### src/hdl/assert_macros.svh
// Assertion macros shared by the RTL of the 48-bit LCG generator.
// Expects signals clk and arst_n in the scope where a macro is used.
`ifndef ASSERT_MACROS_SVH
`define ASSERT_MACROS_SVH

// Property must hold on every clock edge outside reset.
`define LCG_ASSERT(label, prop, msg) \
	label: assert property (@(posedge clk) disable iff (!arst_n) (prop)) else $error(msg);

// Expression must never be true outside reset.
`define LCG_ASSERT_NEVER(label, expr, msg) \
	label: assert property (@(posedge clk) disable iff (!arst_n) !(expr)) else $error(msg);

`endif

### src/hdl/lcg48_pkg.sv
// Constants and command codes for the 48-bit LCG generator.
// No dependencies; used by the interfaces, the multiplier and the top level.
`default_nettype none

package lcg48_pkg;

	localparam int STATE_W = 48;
	localparam int SEED_W  = 64;
	localparam int VALUE_W = 64;
	localparam int BOUND_W = 32;
	localparam int CMD_W   = 2;
	localparam int BITS_W  = 6;

	localparam logic [34:0]        LCG_MULT = 35'h5DEECE66D;
	localparam logic [STATE_W-1:0] LCG_INC  = 48'hB;

	// request commands
	localparam logic [CMD_W-1:0] CMD_RAW  = 2'd0;
	localparam logic [CMD_W-1:0] CMD_BND  = 2'd1;
	localparam logic [CMD_W-1:0] CMD_LONG = 2'd2;
	localparam logic [CMD_W-1:0] CMD_FRAC = 2'd3;

endpackage

`default_nettype wire

### src/hdl/lcg48_if.sv
// Valid/ready channel interfaces of the 48-bit LCG generator.
// Depends on lcg48_pkg for field widths.
`default_nettype none

interface lcg48_req_if;
	logic                              valid;
	logic                              ready;
	logic [lcg48_pkg::CMD_W-1:0]       command;
	logic [lcg48_pkg::BITS_W-1:0]      bit_count;
	logic signed [lcg48_pkg::BOUND_W-1:0] bound;

	modport source (output valid, command, bit_count, bound, input ready);
	modport sink   (input valid, command, bit_count, bound, output ready);
endinterface

interface lcg48_res_if;
	logic                                 valid;
	logic                                 ready;
	logic signed [lcg48_pkg::VALUE_W-1:0] value;
	logic                                 bad_bound;

	modport source (output valid, value, bad_bound, input ready);
	modport sink   (input valid, value, bad_bound, output ready);
endinterface

interface lcg48_cfg_if;
	logic                           valid;
	logic                           ready;
	logic [lcg48_pkg::SEED_W-1:0]   seed_value;

	modport source (output valid, seed_value, input ready);
	modport sink   (input valid, seed_value, output ready);
endinterface

`default_nettype wire

### src/hdl/lcg48_random_generator.sv
// Top level of the 48-bit LCG random generator (multiply 0x5DEECE66D, add 11).
// Depends on lcg48_pkg, lcg48_if, lcg48_mul, lcg48_div and assert_macros.svh.
//
// Usage:
//  - cfg: one word writes the seed; the state becomes (seed ^ 0x5DEECE66D) mod 2^48.
//    cfg.ready is high only while no request is in flight.
//  - req: one word per request (command, bit_count, bound). req.ready is high
//    only in the idle state; one request is worked on at a time.
//  - res: one word per request (value, bad_bound), held in an output register.
//    A new request is taken while an old result still waits; if the receiver
//    stalls, the finished result waits in a holding register until the output
//    register frees up.
// Sequence: a state step runs on the shared digit-serial multiplier. A raw draw
//  and a power-of-two bound take one step; long and fraction two chained steps;
//  other bounds a step and a pass of the remainder unit for the first try, and
//  another step and pass for each rejected try. A bound of zero or less answers
//  with bad_bound set, state unchanged. req.ready returns as res.valid rises.
// Reset: state = 0x5DEECE66D, no result pending, ready to accept.
`default_nettype none
`include "assert_macros.svh"

module lcg48_random_generator (
	input  logic          clk,
	input  logic          arst_n,
	lcg48_req_if.sink     req,
	lcg48_res_if.source   res,
	lcg48_cfg_if.sink     cfg
);

	typedef enum logic [3:0] {
		S_IDLE = 4'b0001,
		S_MUL  = 4'b0010,
		S_DIV  = 4'b0100,
		S_DONE = 4'b1000
	} seq_state_t;

	seq_state_t st_q;

	logic [lcg48_pkg::STATE_W-1:0] state_q;
	logic [lcg48_pkg::CMD_W-1:0]   cmd_q;
	logic [lcg48_pkg::BITS_W-1:0]  bits_q;
	logic [lcg48_pkg::BOUND_W-1:0] bound_q;
	logic                          second_q;   // first of two draws done
	logic [31:0]                   hi_q;       // first draw of long/fraction
	logic [30:0]                   d_q;        // last 31-bit draw
	logic [lcg48_pkg::VALUE_W-1:0] rslt_val_q; // finished result, waiting
	logic                          rslt_bad_q;
	logic                          res_vld_q;
	logic [lcg48_pkg::VALUE_W-1:0] res_val_q;
	logic                          res_bad_q;

	logic                          req_acc;
	logic                          req_bad;
	logic                          pow2;
	logic                          two_draw;
	logic                          mul_start;
	logic [lcg48_pkg::STATE_W-1:0] mul_opnd;
	logic                          mul_done;
	logic [lcg48_pkg::STATE_W-1:0] mul_res;
	logic                          div_start;
	logic                          div_done;
	logic [30:0]                   div_rem;
	logic                          reject;
	logic [31:0]                   chk;
	logic [lcg48_pkg::BITS_W-1:0]  nsat;
	logic [lcg48_pkg::BITS_W-1:0]  shr;
	logic [31:0]                   raw;
	logic [61:0]                   scaled;

	// draws taken from the new state
	logic [31:0] d32;
	logic [30:0] d31;
	logic [26:0] d27;
	logic [25:0] d26;

	assign d32 = mul_res[47:16];
	assign d31 = mul_res[47:17];
	assign d27 = mul_res[47:21];
	assign d26 = mul_res[47:22];

	assign req.ready = (st_q == S_IDLE);
	assign cfg.ready = (st_q == S_IDLE);
	assign req_acc   = req.valid && req.ready;

	// bound of zero or negative on a bounded request
	assign req_bad = (req.command == lcg48_pkg::CMD_BND) &&
		((req.bound == '0) || req.bound[lcg48_pkg::BOUND_W-1]);

	assign pow2     = (bound_q & (bound_q - 32'd1)) == '0;
	assign two_draw = (cmd_q == lcg48_pkg::CMD_LONG) || (cmd_q == lcg48_pkg::CMD_FRAC);

	// rejection test in 32-bit wrapping arithmetic: r - m + (bound - 1)
	assign chk    = {1'b0, d_q} - {1'b0, div_rem} + (bound_q - 32'd1);
	assign reject = chk[31];

	// top bit_count bits, count saturated to 32; zero count gives zero
	assign nsat   = (bits_q > 6'd32) ? 6'd32 : bits_q;
	assign shr    = 6'd32 - nsat;
	assign raw    = d32 >> shr;
	assign scaled = {31'b0, bound_q[30:0]} * {31'b0, d31};

	assign mul_start = (req_acc && !req_bad) ||
		(mul_done && two_draw && !second_q) ||
		(div_done && reject);
	// the chained second draw starts from the fresh product
	assign mul_opnd  = (st_q == S_MUL) ? mul_res : state_q;
	assign div_start = mul_done && (cmd_q == lcg48_pkg::CMD_BND) && !pow2;

	lcg48_mul u_mul (
		.clk    (clk),
		.arst_n (arst_n),
		.start  (mul_start),
		.opnd   (mul_opnd),
		.done   (mul_done),
		.prod   (mul_res)
	);

	lcg48_div u_div (
		.clk       (clk),
		.arst_n    (arst_n),
		.start     (div_start),
		.dividend  (d31),
		.divisor   (bound_q[30:0]),
		.done      (div_done),
		.remainder (div_rem)
	);

	always_ff @(posedge clk or negedge arst_n) begin
		if (!arst_n) begin
			st_q       <= S_IDLE;
			state_q    <= lcg48_pkg::STATE_W'(lcg48_pkg::LCG_MULT);
			cmd_q      <= '0;
			bits_q     <= '0;
			bound_q    <= '0;
			second_q   <= 1'b0;
			hi_q       <= '0;
			d_q        <= '0;
			rslt_val_q <= '0;
			rslt_bad_q <= 1'b0;
			res_vld_q  <= 1'b0;
			res_val_q  <= '0;
			res_bad_q  <= 1'b0;
		end else begin
			if (res_vld_q && res.ready) begin
				res_vld_q <= 1'b0;
			end
			if (cfg.valid && cfg.ready) begin
				state_q <= lcg48_pkg::STATE_W'(cfg.seed_value ^
					{29'b0, lcg48_pkg::LCG_MULT});
			end
			unique case (st_q)
				S_IDLE: begin
					if (req_acc) begin
						cmd_q    <= req.command;
						bits_q   <= req.bit_count;
						bound_q  <= req.bound;
						second_q <= 1'b0;
						if (req_bad) begin
							rslt_val_q <= '0;
							rslt_bad_q <= 1'b1;
							st_q       <= S_DONE;
						end else begin
							st_q <= S_MUL;
						end
					end
				end
				S_MUL: begin
					if (mul_done) begin
						state_q    <= mul_res;
						rslt_bad_q <= 1'b0;
						unique case (cmd_q)
							lcg48_pkg::CMD_RAW: begin
								rslt_val_q <= {{32{raw[31]}}, raw};
								st_q       <= S_DONE;
							end
							lcg48_pkg::CMD_BND: begin
								d_q <= d31;
								if (pow2) begin
									rslt_val_q <= {33'b0, scaled[61:31]};
									st_q       <= S_DONE;
								end else begin
									st_q <= S_DIV;
								end
							end
							lcg48_pkg::CMD_LONG: begin
								if (!second_q) begin
									hi_q     <= d32;
									second_q <= 1'b1;
								end else begin
									rslt_val_q <= {hi_q, 32'b0} + {{32{d32[31]}}, d32};
									st_q       <= S_DONE;
								end
							end
							lcg48_pkg::CMD_FRAC: begin
								if (!second_q) begin
									hi_q     <= {6'b0, d26};
									second_q <= 1'b1;
								end else begin
									rslt_val_q <= {11'b0, hi_q[25:0], d27};
									st_q       <= S_DONE;
								end
							end
							default: st_q <= S_DONE;
						endcase
					end
				end
				S_DIV: begin
					if (div_done) begin
						if (reject) begin
							st_q <= S_MUL;
						end else begin
							rslt_val_q <= {33'b0, div_rem};
							st_q       <= S_DONE;
						end
					end
				end
				S_DONE: begin
					if (!res_vld_q || res.ready) begin
						res_vld_q <= 1'b1;
						res_val_q <= rslt_val_q;
						res_bad_q <= rslt_bad_q;
						st_q      <= S_IDLE;
					end
				end
				default: st_q <= S_IDLE;
			endcase
		end
	end

	assign res.valid     = res_vld_q;
	assign res.value     = res_val_q;
	assign res.bad_bound = res_bad_q;

	`LCG_ASSERT(a_bad_zero, (res.valid && res.bad_bound) |-> (res.value == '0), "bad bound with nonzero value")
	`LCG_ASSERT(a_mul_done_st, mul_done |-> (st_q == S_MUL), "multiplier finished outside step state")
	`LCG_ASSERT(a_div_done_st, div_done |-> (st_q == S_DIV), "divider finished outside remainder state")
	`LCG_ASSERT(a_accept_busy, req_acc |=> (st_q != S_IDLE), "accepted request left sequencer idle")
	`LCG_ASSERT_NEVER(a_start_clash, mul_start && div_start, "multiplier and divider started together")

endmodule

`default_nettype wire

### src/hdl/lcg48_mul.sv
// Iterative LCG step unit: state * multiplier + increment, mod 2^48.
// One 16-bit digit of the state per cycle. Depends on lcg48_pkg.
`default_nettype none

module lcg48_mul (
	input  logic                            clk,
	input  logic                            arst_n,
	input  logic                            start,
	input  logic [lcg48_pkg::STATE_W-1:0]   opnd,
	output logic                            done,
	output logic [lcg48_pkg::STATE_W-1:0]   prod
);

	localparam logic [1:0] LAST_DIGIT = 2'd2;

	logic [lcg48_pkg::STATE_W-1:0] src_q;
	logic [lcg48_pkg::STATE_W-1:0] acc_q;
	logic [1:0]                    cnt_q;
	logic                          busy_q;
	logic                          done_q;
	logic [15:0]                   digit;
	logic [50:0]                   pp;
	logic [lcg48_pkg::STATE_W-1:0] part;

	always_comb begin
		unique case (cnt_q)
			2'd0:    digit = src_q[15:0];
			2'd1:    digit = src_q[31:16];
			2'd2:    digit = src_q[47:32];
			default: digit = '0;
		endcase
	end

	assign pp = {35'b0, digit} * {16'b0, lcg48_pkg::LCG_MULT};

	// align the partial product, bits above 47 drop out
	always_comb begin
		unique case (cnt_q)
			2'd0:    part = pp[47:0];
			2'd1:    part = {pp[31:0], 16'b0};
			2'd2:    part = {pp[15:0], 32'b0};
			default: part = '0;
		endcase
	end

	always_ff @(posedge clk or negedge arst_n) begin
		if (!arst_n) begin
			src_q  <= '0;
			acc_q  <= '0;
			cnt_q  <= '0;
			busy_q <= 1'b0;
			done_q <= 1'b0;
		end else begin
			done_q <= 1'b0;
			if (start) begin
				src_q  <= opnd;
				acc_q  <= lcg48_pkg::LCG_INC;
				cnt_q  <= '0;
				busy_q <= 1'b1;
			end else if (busy_q) begin
				acc_q <= acc_q + part;
				cnt_q <= cnt_q + 2'd1;
				if (cnt_q == LAST_DIGIT) begin
					busy_q <= 1'b0;
					done_q <= 1'b1;
				end
			end
		end
	end

	assign done = done_q;
	assign prod = acc_q;

endmodule

`default_nettype wire

### src/hdl/lcg48_div.sv
// Restoring remainder unit, 31-bit dividend by 31-bit divisor, one bit a cycle.
// Self-contained; used by the top level for bounded draws.
`default_nettype none

module lcg48_div (
	input  logic        clk,
	input  logic        arst_n,
	input  logic        start,
	input  logic [30:0] dividend,
	input  logic [30:0] divisor,
	output logic        done,
	output logic [30:0] remainder
);

	localparam int         DW   = 31;
	localparam logic [4:0] LAST = 5'(DW - 1);

	logic [DW-1:0] rem_q;
	logic [DW-1:0] dvd_q;
	logic [DW-1:0] dsr_q;
	logic [4:0]    cnt_q;
	logic          busy_q;
	logic          done_q;
	logic [DW:0]   shl;
	logic          ge;
	logic [DW-1:0] rem_nxt;

	assign shl     = {rem_q, dvd_q[DW-1]};
	assign ge      = shl >= {1'b0, dsr_q};
	assign rem_nxt = ge ? DW'(shl - {1'b0, dsr_q}) : shl[DW-1:0];

	always_ff @(posedge clk or negedge arst_n) begin
		if (!arst_n) begin
			rem_q  <= '0;
			dvd_q  <= '0;
			dsr_q  <= '0;
			cnt_q  <= '0;
			busy_q <= 1'b0;
			done_q <= 1'b0;
		end else begin
			done_q <= 1'b0;
			if (start) begin
				rem_q  <= '0;
				dvd_q  <= dividend;
				dsr_q  <= divisor;
				cnt_q  <= '0;
				busy_q <= 1'b1;
			end else if (busy_q) begin
				rem_q <= rem_nxt;
				dvd_q <= {dvd_q[DW-2:0], 1'b0};
				cnt_q <= cnt_q + 5'd1;
				if (cnt_q == LAST) begin
					busy_q <= 1'b0;
					done_q <= 1'b1;
				end
			end
		end
	end

	assign done      = done_q;
	assign remainder = rem_q;

endmodule

`default_nettype wire
### src/flat_wrapper.sv
// flat-port wrapper written by rule: the top's interface ports become plain ports
module lcg48_random_generator_flat 
  (clk, arst_n, req_valid, req_command, req_bit_count, req_bound, req_ready, res_valid, res_value, res_bad_bound, res_ready, cfg_valid, cfg_seed_value, cfg_ready);
  lcg48_req_if req_i ();
  lcg48_res_if res_i ();
  lcg48_cfg_if cfg_i ();
  input  logic clk;
  input  logic arst_n;
  input wire logic [$bits(req_i.valid)-1:0] req_valid;
  input wire logic [$bits(req_i.command)-1:0] req_command;
  input wire logic [$bits(req_i.bit_count)-1:0] req_bit_count;
  input wire logic [$bits(req_i.bound)-1:0] req_bound;
  output wire logic [$bits(req_i.ready)-1:0] req_ready;
  output wire logic [$bits(res_i.valid)-1:0] res_valid;
  output wire logic [$bits(res_i.value)-1:0] res_value;
  output wire logic [$bits(res_i.bad_bound)-1:0] res_bad_bound;
  input wire logic [$bits(res_i.ready)-1:0] res_ready;
  input wire logic [$bits(cfg_i.valid)-1:0] cfg_valid;
  input wire logic [$bits(cfg_i.seed_value)-1:0] cfg_seed_value;
  output wire logic [$bits(cfg_i.ready)-1:0] cfg_ready;
  assign req_i.valid = req_valid;
  assign req_i.command = req_command;
  assign req_i.bit_count = req_bit_count;
  assign req_i.bound = req_bound;
  assign req_ready = req_i.ready;
  assign res_valid = res_i.valid;
  assign res_value = res_i.value;
  assign res_bad_bound = res_i.bad_bound;
  assign res_i.ready = res_ready;
  assign cfg_i.valid = cfg_valid;
  assign cfg_i.seed_value = cfg_seed_value;
  assign cfg_ready = cfg_i.ready;
  lcg48_random_generator u_core (.clk(clk), .arst_n(arst_n), .req(req_i), .res(res_i), .cfg(cfg_i));
endmodule
### config.mk
export PLATFORM = sky130hd
export DESIGN_NAME = lcg48_random_generator_flat
export DESIGN_NICKNAME = d
export VERILOG_FILES = /design/src/hdl/lcg48_pkg.sv /design/src/hdl/lcg48_if.sv /design/src/hdl/lcg48_random_generator.sv /design/src/hdl/lcg48_mul.sv /design/src/hdl/lcg48_div.sv /design/src/flat_wrapper.sv
export VERILOG_INCLUDE_DIRS = /design/src /design/src/hdl
export SDC_FILE = /design/constraint.sdc
export NUM_CORES = 2
export LEC_CHECK = 0
export ABC_CLOCK_PERIOD_IN_PS = 9800
export BUFFER_PORTS_ARGS = -buffer_cell sky130_fd_sc_hd__clkbuf_2
export CAP_MARGIN = 20
export CELL_PAD_IN_SITES_DETAIL_PLACEMENT = 1
export CELL_PAD_IN_SITES_GLOBAL_PLACEMENT = 1
export CORE_UTILIZATION = 46
export DETAILED_ROUTE_END_ITERATION = 16
export GPL_TIMING_DRIVEN = 0
export PLACE_DENSITY = 0.85
export SETUP_SLACK_MARGIN = 0.02
export SYNTH_ARGS = -nofsm -noshare
export SYNTH_HDL_FRONTEND = slang
export SYNTH_SLANG_ARGS = --single-unit
### constraint.sdc
create_clock -name clk -period 9.8 [get_ports clk]
set_clock_uncertainty 0.15 [all_clocks]
set_input_delay 1.96 -clock clk [delete_from_list [all_inputs] [get_ports clk]]
set_output_delay 1.96 -clock clk [all_outputs]
set_load 0.02 [all_outputs]
# --- Yosys cells after proc, flatten, opt, wreduce, memory -nomap -nowiden ---
# Cells that the tools add are included.
totals:
  reg_bits: 487
  out_inout_bits: 68
  inputBits: 109
  word_cells: 165
op_classes:
  n_mux: 64
  shift: 1
  n_mul: 2
  magnitude_cmp: 2
  eq_ne: 24
  n_reduce_logical: 37
  addsub: 9
  n_bitwise: 2
ops:
  columns: ["op", "count"]
  rows:
  - ["$mux 64", 8]
  - ["$mux 48", 6]
  - ["$pmux 64 s4", 1]
  - ["$pmux 64 s3", 1]
  - ["$mux 31", 5]
  - ["$pmux 48 s3", 1]
  - ["$add 64x64->64", 1]
  - ["$logic_not 32->1", 2]
  - ["$mux 32", 2]
  - ["$pmux 32 s2", 1]
  - ["$mul 31x31->62", 1]
  - ["$add 48x48->48", 1]
  - ["$mul 16x35->48 const B", 1]
  - ["$pmux 16 s3", 1]
  - ["$add 32x32->32", 1]
  - ["$and 32x32->32", 1]
  - ["$ge 32x31->1", 1]
  - ["$mux 4", 8]
  - ["$shr 32x6->32", 1]
  - ["$sub 31x31->32", 1]
  - ["$sub 32x1->32 const B", 1]
  - ["$sub 31x31->31", 1]
  - ["$not 23->23", 1]
  - ["$mux 1", 21]
  - ["32 further kinds", 72]

# --- Logic depth before layout (Yosys ltp) ---
depth:
  depth_word: 8
  depth_mapped: 40
  mapped_depth_nobuf: 38

# --- Cells and area by module ---
# Synthesis repeated with hierarchy kept, for this count alone.
unflattened:
  hier_cells: 8134
  area_unflattened_um2: 73569.3
modules_own_cells:
  columns: ["module", "cells_each", "seq_area_each_um2", "area_each_um2", "n_inst"]
  rows:
  - ["lcg48_random_generator", 5553, 7211.9, 50134.3, 1]
  - ["lcg48_mul", 1885, 2502.4, 17242.8, 1]
  - ["lcg48_div", 696, 2502.4, 6192.2, 1]

# --- Least setup slack after synthesis ---
# No wires, ideal clock.
synth_timing:
  path_type: "reg2reg"
  start: "reg u_core.u_mul.cnt_q[0]"
  end: "reg u_core.u_mul.acc_q (netlist bit u_core.u_mul.prod[45])"
  n_path_buf: 3
  synth_period_minus_slack_ps: 9580
  setup_ps: 122
  path_stages_with_launch: 39
  required_ps: 9528
  setup_slack_ps: 220
  arrival_ps: 9308
  path_cell_list: "dfrtp_1 inv_1 ha_1 clkbuf_1 clkbuf_1 nand2_1 a31oi_1 inv_1 fa_1 fa_1 inv_1 fa_1 fa_1 fa_1 inv_1 fa_1 inv_1 ha_1 [3 not listed] a211o_1 a31oi_1 a21oi_1 o21ai_1 a21boi_0 o21ai_1 mux2i_1 a221o_1 ha_1 a21o_1 a21oi_1 o21bai_1 a21o_1 a221o_1 a21o_1 a21o_1 or3_1 a32o_1"
synth_between:
  elab_chain_cells: 7
  elab_cells_between_ends: 9
  cone_classes: "1 x add/sub; 1 x mul; 2 x eq/ne; 4 x mux; 1 x reduce/logical"
synth_rtl:
  columns: ["item", "line", "source"]
  rows:
  - ["start, declared", "lcg48_mul.sv:18", "logic [1:0] cnt_q;"]
  - ["start signal, assigned", "lcg48_mul.sv:62", "cnt_q <= cnt_q + 2'd1;"]
  - ["$eq 2x2->1 (tied with other cells)", "lcg48_mul.sv:26, lcg48_mul.sv:38", null]
  - ["$pmux 16 s3", "lcg48_mul.sv:26", "unique case (cnt_q)"]
  - ["$mul 16x35->48", "lcg48_mul.sv:34", "assign pp = {35'b0, digit} * {16'b0, lcg48_pkg::LCG_MULT};"]
  - ["$pmux 48 s3 *", "lcg48_mul.sv:38", "unique case (cnt_q)"]
  - ["$add 48x48->48 *", "lcg48_mul.sv:61", "acc_q <= acc_q + part;"]
  - ["$mux 48 *", "lcg48_mul.sv:60", "end else if (busy_q) begin"]
  - ["$mux 48 *", "lcg48_mul.sv:55", "if (start) begin"]
  - ["end signal, assigned", "lcg48_mul.sv:57", "acc_q <= lcg48_pkg::LCG_INC;"]
  - ["end signal, assigned", "lcg48_mul.sv:61", null]
  - ["end, declared", "lcg48_mul.sv:17", "logic [lcg48_pkg::STATE_W-1:0] acc_q;"]
# Every way passes the cells marked *; elsewhere a longest branch is shown, timed or not. The select of a mux whose other input is x is not followed.
# A chain may end at the register's enable or synchronous reset.

# --- Worst setup path after layout ---
layout_timing:
  start: "reg u_core.u_mul.acc_q (netlist bit u_core.u_mul.prod[44])"
  end: "reg u_core.rslt_val_q[19] in the netlist's numbering"
layout_between:
  elab_chain_cells: 5
  elab_cells_between_ends: 6
  cone_classes: "1 x mul; 1 x shift; 4 x mux"
layout_rtl:
  columns: ["item", "line", "source"]
  rows:
  - ["$mul 31x31->62", "lcg48_random_generator.sv:100", "assign scaled = {31'b0, bound_q[30:0]} * {31'b0, d31};"]
  - ["$mux 64", "lcg48_random_generator.sv:178", "if (pow2) begin"]
  - ["$pmux 64 s4 *", "lcg48_random_generator.sv:171", "unique case (cmd_q)"]
  - ["$mux 64 *", "lcg48_random_generator.sv:168", "if (mul_done) begin"]
  - ["$pmux 64 s3 *", "lcg48_random_generator.sv:151", "unique case (st_q)"]
  - ["end signal, assigned", "lcg48_random_generator.sv:173", "rslt_val_q <= {{32{raw[31]}}, raw};"]
  - ["end signal, assigned", "lcg48_random_generator.sv:179", "rslt_val_q <= {33'b0, scaled[61:31]};"]
  - ["end signal, assigned", "lcg48_random_generator.sv:190", "rslt_val_q <= {hi_q, 32'b0} + {{32{d32[31]}}, d32};"]
  - ["end, declared", "lcg48_random_generator.sv:46", "logic [lcg48_pkg::VALUE_W-1:0] rslt_val_q;"]
# Marked as above.

==> flow_summary.ini <==
[layout]
fin_nets = 10300
multi_input_area_mm2 = 0.0535
nFillCells = 18100
seqCellArea_mm2 = 0.0123
final_core_util_pct = 51.5
drive_gt1_share_pct = 10.8
instances_no_fill = 10600
syn2layout_area_growth_pct = 10.9

[logic_synthesis]
synthFlopType = dfrtp_1
yosys.area.top_type_share_pct = 30.5
async_reset_ff_share_pct = 100
synth-edff-count = 0
synthCells = 8146
yosysUniqueCellTypes = 89
yosys.area.top_type = fa_1
yosys_warnings = 0
syn_area_mm2 = 0.0718
avgSynthCellArea_um2 = 8.81
ys_seq_area_share_pct = 17.0
synth_seq_cells = 487
syn-num-nets = 9941
ys_top_cells_by_area = fa_1 30%, dfrtp_1 16%, ha_1 10%

[cts]
cts.clk_slew.worst_paths_ns = 0.07
cts_buffers = 54
h-tree-depth = 2
cts_sinks = 487
cts_buffer_depth = 3
cts-root-buf = clkbuf_16
hold_buffers = 0
cts_tree = yes
clk_latency_ns = 0.67

[critical_path]
crit_start = u_core.u_mul.prod[44]
r2r-start = u_core.u_mul.prod[44]
crit_arrival_ns = 10.29
critPathSlowestCell = dfrtp_2
r2r_cells = 29
worst_path_most_repeated_cell = fa_1
r2r_setup_slack_ns = -0.06
r2r-end = u_core.rslt_val_q[19]
worst_ep_required_time_ns = 10.23
cp-start-kind = flip-flop
cp_max_fo = 10
cp-end-kind = flip-flop
path_class = flip-flop to flip-flop
slowest_delay_ns = 0.62

[global_routing]
grtUsageTotal_pct = 39.8
grt_overflow = 0
grt_first_pass_wirelength_mm = 460
grt_pass1_vias = 69200
antenna_found_initial = 24
grt_max_degree = 113

[drt]
antenna_left = 0
drc = 36
wl_per_cell_um = 30.0
totalWireLength_mm = 318
via_count = 64400
first_iter_violations = 6300
drtPass1Iterations = 12
viasPerCell = 6.09

[placed_design]
post-dp-hpwl_mm = 260
place_congestion = 1.01
io_buffers = 160
dp.cells = 10400

[die]
die_y_um = 397
rows = 144
coreArea_mm2 = 0.155
start_util_pct = 46.4
io_pins = 177
chipWidth_um = 397
fp.dieArea_mm2 = 0.158

[timing]
hold_viol = 0
fin_crit_ns = 9.86
setup_violations = 3
finalMaxSlewViolations = 0
fin_crit_sh_pct = 101
worst_slack_ns = -0.0597
tightest_slew_ns = 1.26
relSlewSlack_pct = 15.7
rsz0062_at_grt = yes
max_freq_ghz = 0.101

[worst_hold_path]
hold_end = u_core.rslt_val_q[11]
hp-class = flip-flop to flip-flop
hp-start = u_core.rslt_val_q[11]
hold_depth = 2

[run_status]
violations = DRC, setup timing
outcome = complete, but fails checks

[flow_run]
drv_cap = 0
## synthesized netlist by cell type, types with 11 or more instances
cell type / instances
dfrtp_1: 463
clkbuf_1: 400
o21a_1: 23
a21oi_1: 333
ha_1: 593
or2_2: 23
nor4_1: 26
inv_1: 1367
fa_1: 1093
a31o_2: 13
buf_2: 36
nand3b_1: 11
a211oi_1: 29
o221ai_1: 13
nor3_1: 69
o21ai_1: 11
xor2_1: 61
a21o_1: 159
nand2_1: 1456
and3_1: 30
or3_1: 34
a31oi_1: 111
o31ai_1: 14
buf_1: 38
nand4_1: 47
mux2_2: 100
nor2b_1: 33
o21bai_1: 38
nand2b_1: 40
dfstp_2: 24
a211o_1: 16
mux2i_1: 218
a221oi_1: 21
o21ai_0: 314
o211ai_1: 19
a21boi_0: 11
nor2_1: 288
and2_1: 207
xnor2_1: 105
nand3_1: 83
## cell usage in the layout, fill, tap and decap left out, types with 50 or more instances in the layout
cell type	count
a21o_1	159
a21oi_1	318
a31oi_1	107
and2_1	204
buf_2	50
buf_4	98
clkbuf_1	267
clkbuf_16	54
clkbuf_2	253
dfrtp_1	441
fa_1	1080
ha_1	555
inv_1	1344
mux2_2	100
mux2i_1	218
nand2_1	1456
nand3_1	81
nor2_1	283
nor3_1	64
o21ai_0	302
xnor2_1	95
xor2_1	57
## how the worst max path moves through the flow
stage | cells past startpoint | slack, ns | to
5_1_grt | 38 | -0.18 | u_core.u_mul.prod[43]
4_1_cts | 33 | -0.03 | u_core.u_mul.prod[45]
3_3_place_gp | 1 | -4.77 | u_core.state_q[4]
2_1_floorplan | 38 | 0.22 | u_core.u_mul.prod[45]
6_report | 29 | -0.06 | u_core.rslt_val_q[19]
3_5_place_dp | 38 | -2.01 | u_core.u_mul.prod[45]
## flip-flops by register name (all words and copies together) (netlist names), 32 cells and up
register / cells
u_core.bound_q: 32
u_core.hi_q: 32
u_core.res.value: 64
u_core.rslt_val_q: 64
u_core.state_q: 48
u_core.u_mul.prod: 48
u_core.u_mul.src_q: 48
## repair_timing
action                     4_1_cts  5_1_grt
setup endpoints to repair       57       34
buffers inserted                24       69
gates cloned                     0        0
gates resized for setup        244      228
pin swaps                       22       54
## cell type report
class | count | share of cell area [%]
clock inverter | 26 | 0.388
clock buffer | 75 | 1.91
inverter | 1367 | 6.50
sequential | 487 | 15.4
multi-input combinational | 5812 | 67.2
antenna | 15 | 0.0471
timing repair buffer | 290 | 2.64
tap | 2044 | 3.21
buffer | 464 | 2.76
## kinds of logic (layout without fill, tap and decap cells)
family                     Yosys count  after routing  synth area share (%)
xor gates and xnor gates           167            167                  2.05
and+or+nand+nor                   2382           2382                  14.6
DFF                                487            487                  17.0
adders and majority gates         1686           1686                  40.8
muxes                              324            324                  4.80
other                                0             15                     0
buffers and inverters             1847           2222                  9.76
AOI/OAI and AO/OA                 1253           1253                  11.0
## through the flow
step,setup WS (ns),area [µm²],hold WS [ns],TNS [ns]
3_5_place_dp,-2.01,75800,0.320,-44.58
3_3_place_gp,-4.77,75200,0.310,-2242.22
5_1_grt,-0.179,79600,0.354,-0.767
2_1_floorplan,0.220,71800,0.285,0
4_1_cts,-0.0257,78400,0.334,-0.0257
6_report,-0.0597,79600,0.328,-0.111
## critical path: cells and delay by family, from the launching register on
| family | cells | cell delay [ns] |
|---|---|---|
| fa+ha+maj | 9 | 4.28 |
| compound gates | 9 | 2.43 |
| buf+inv | 9 | 1.56 |
| flops | 1 | 0.62 |
| xor+xnor | 1 | 0.61 |
| simple gates | 1 | 0.09 |
## layer usage
metal	track usage, %	vias up	routed length [µm]
met5	0	-	115
met4	26.1	6	25500
met3	8.54	1098	30700
met2	62.6	3437	143000
met1	49.6	33300	119000
li1	-	26600	-
Power is not shown: default switching activity piles up to over one toggle a cycle in this logic, so the estimate is an artifact.
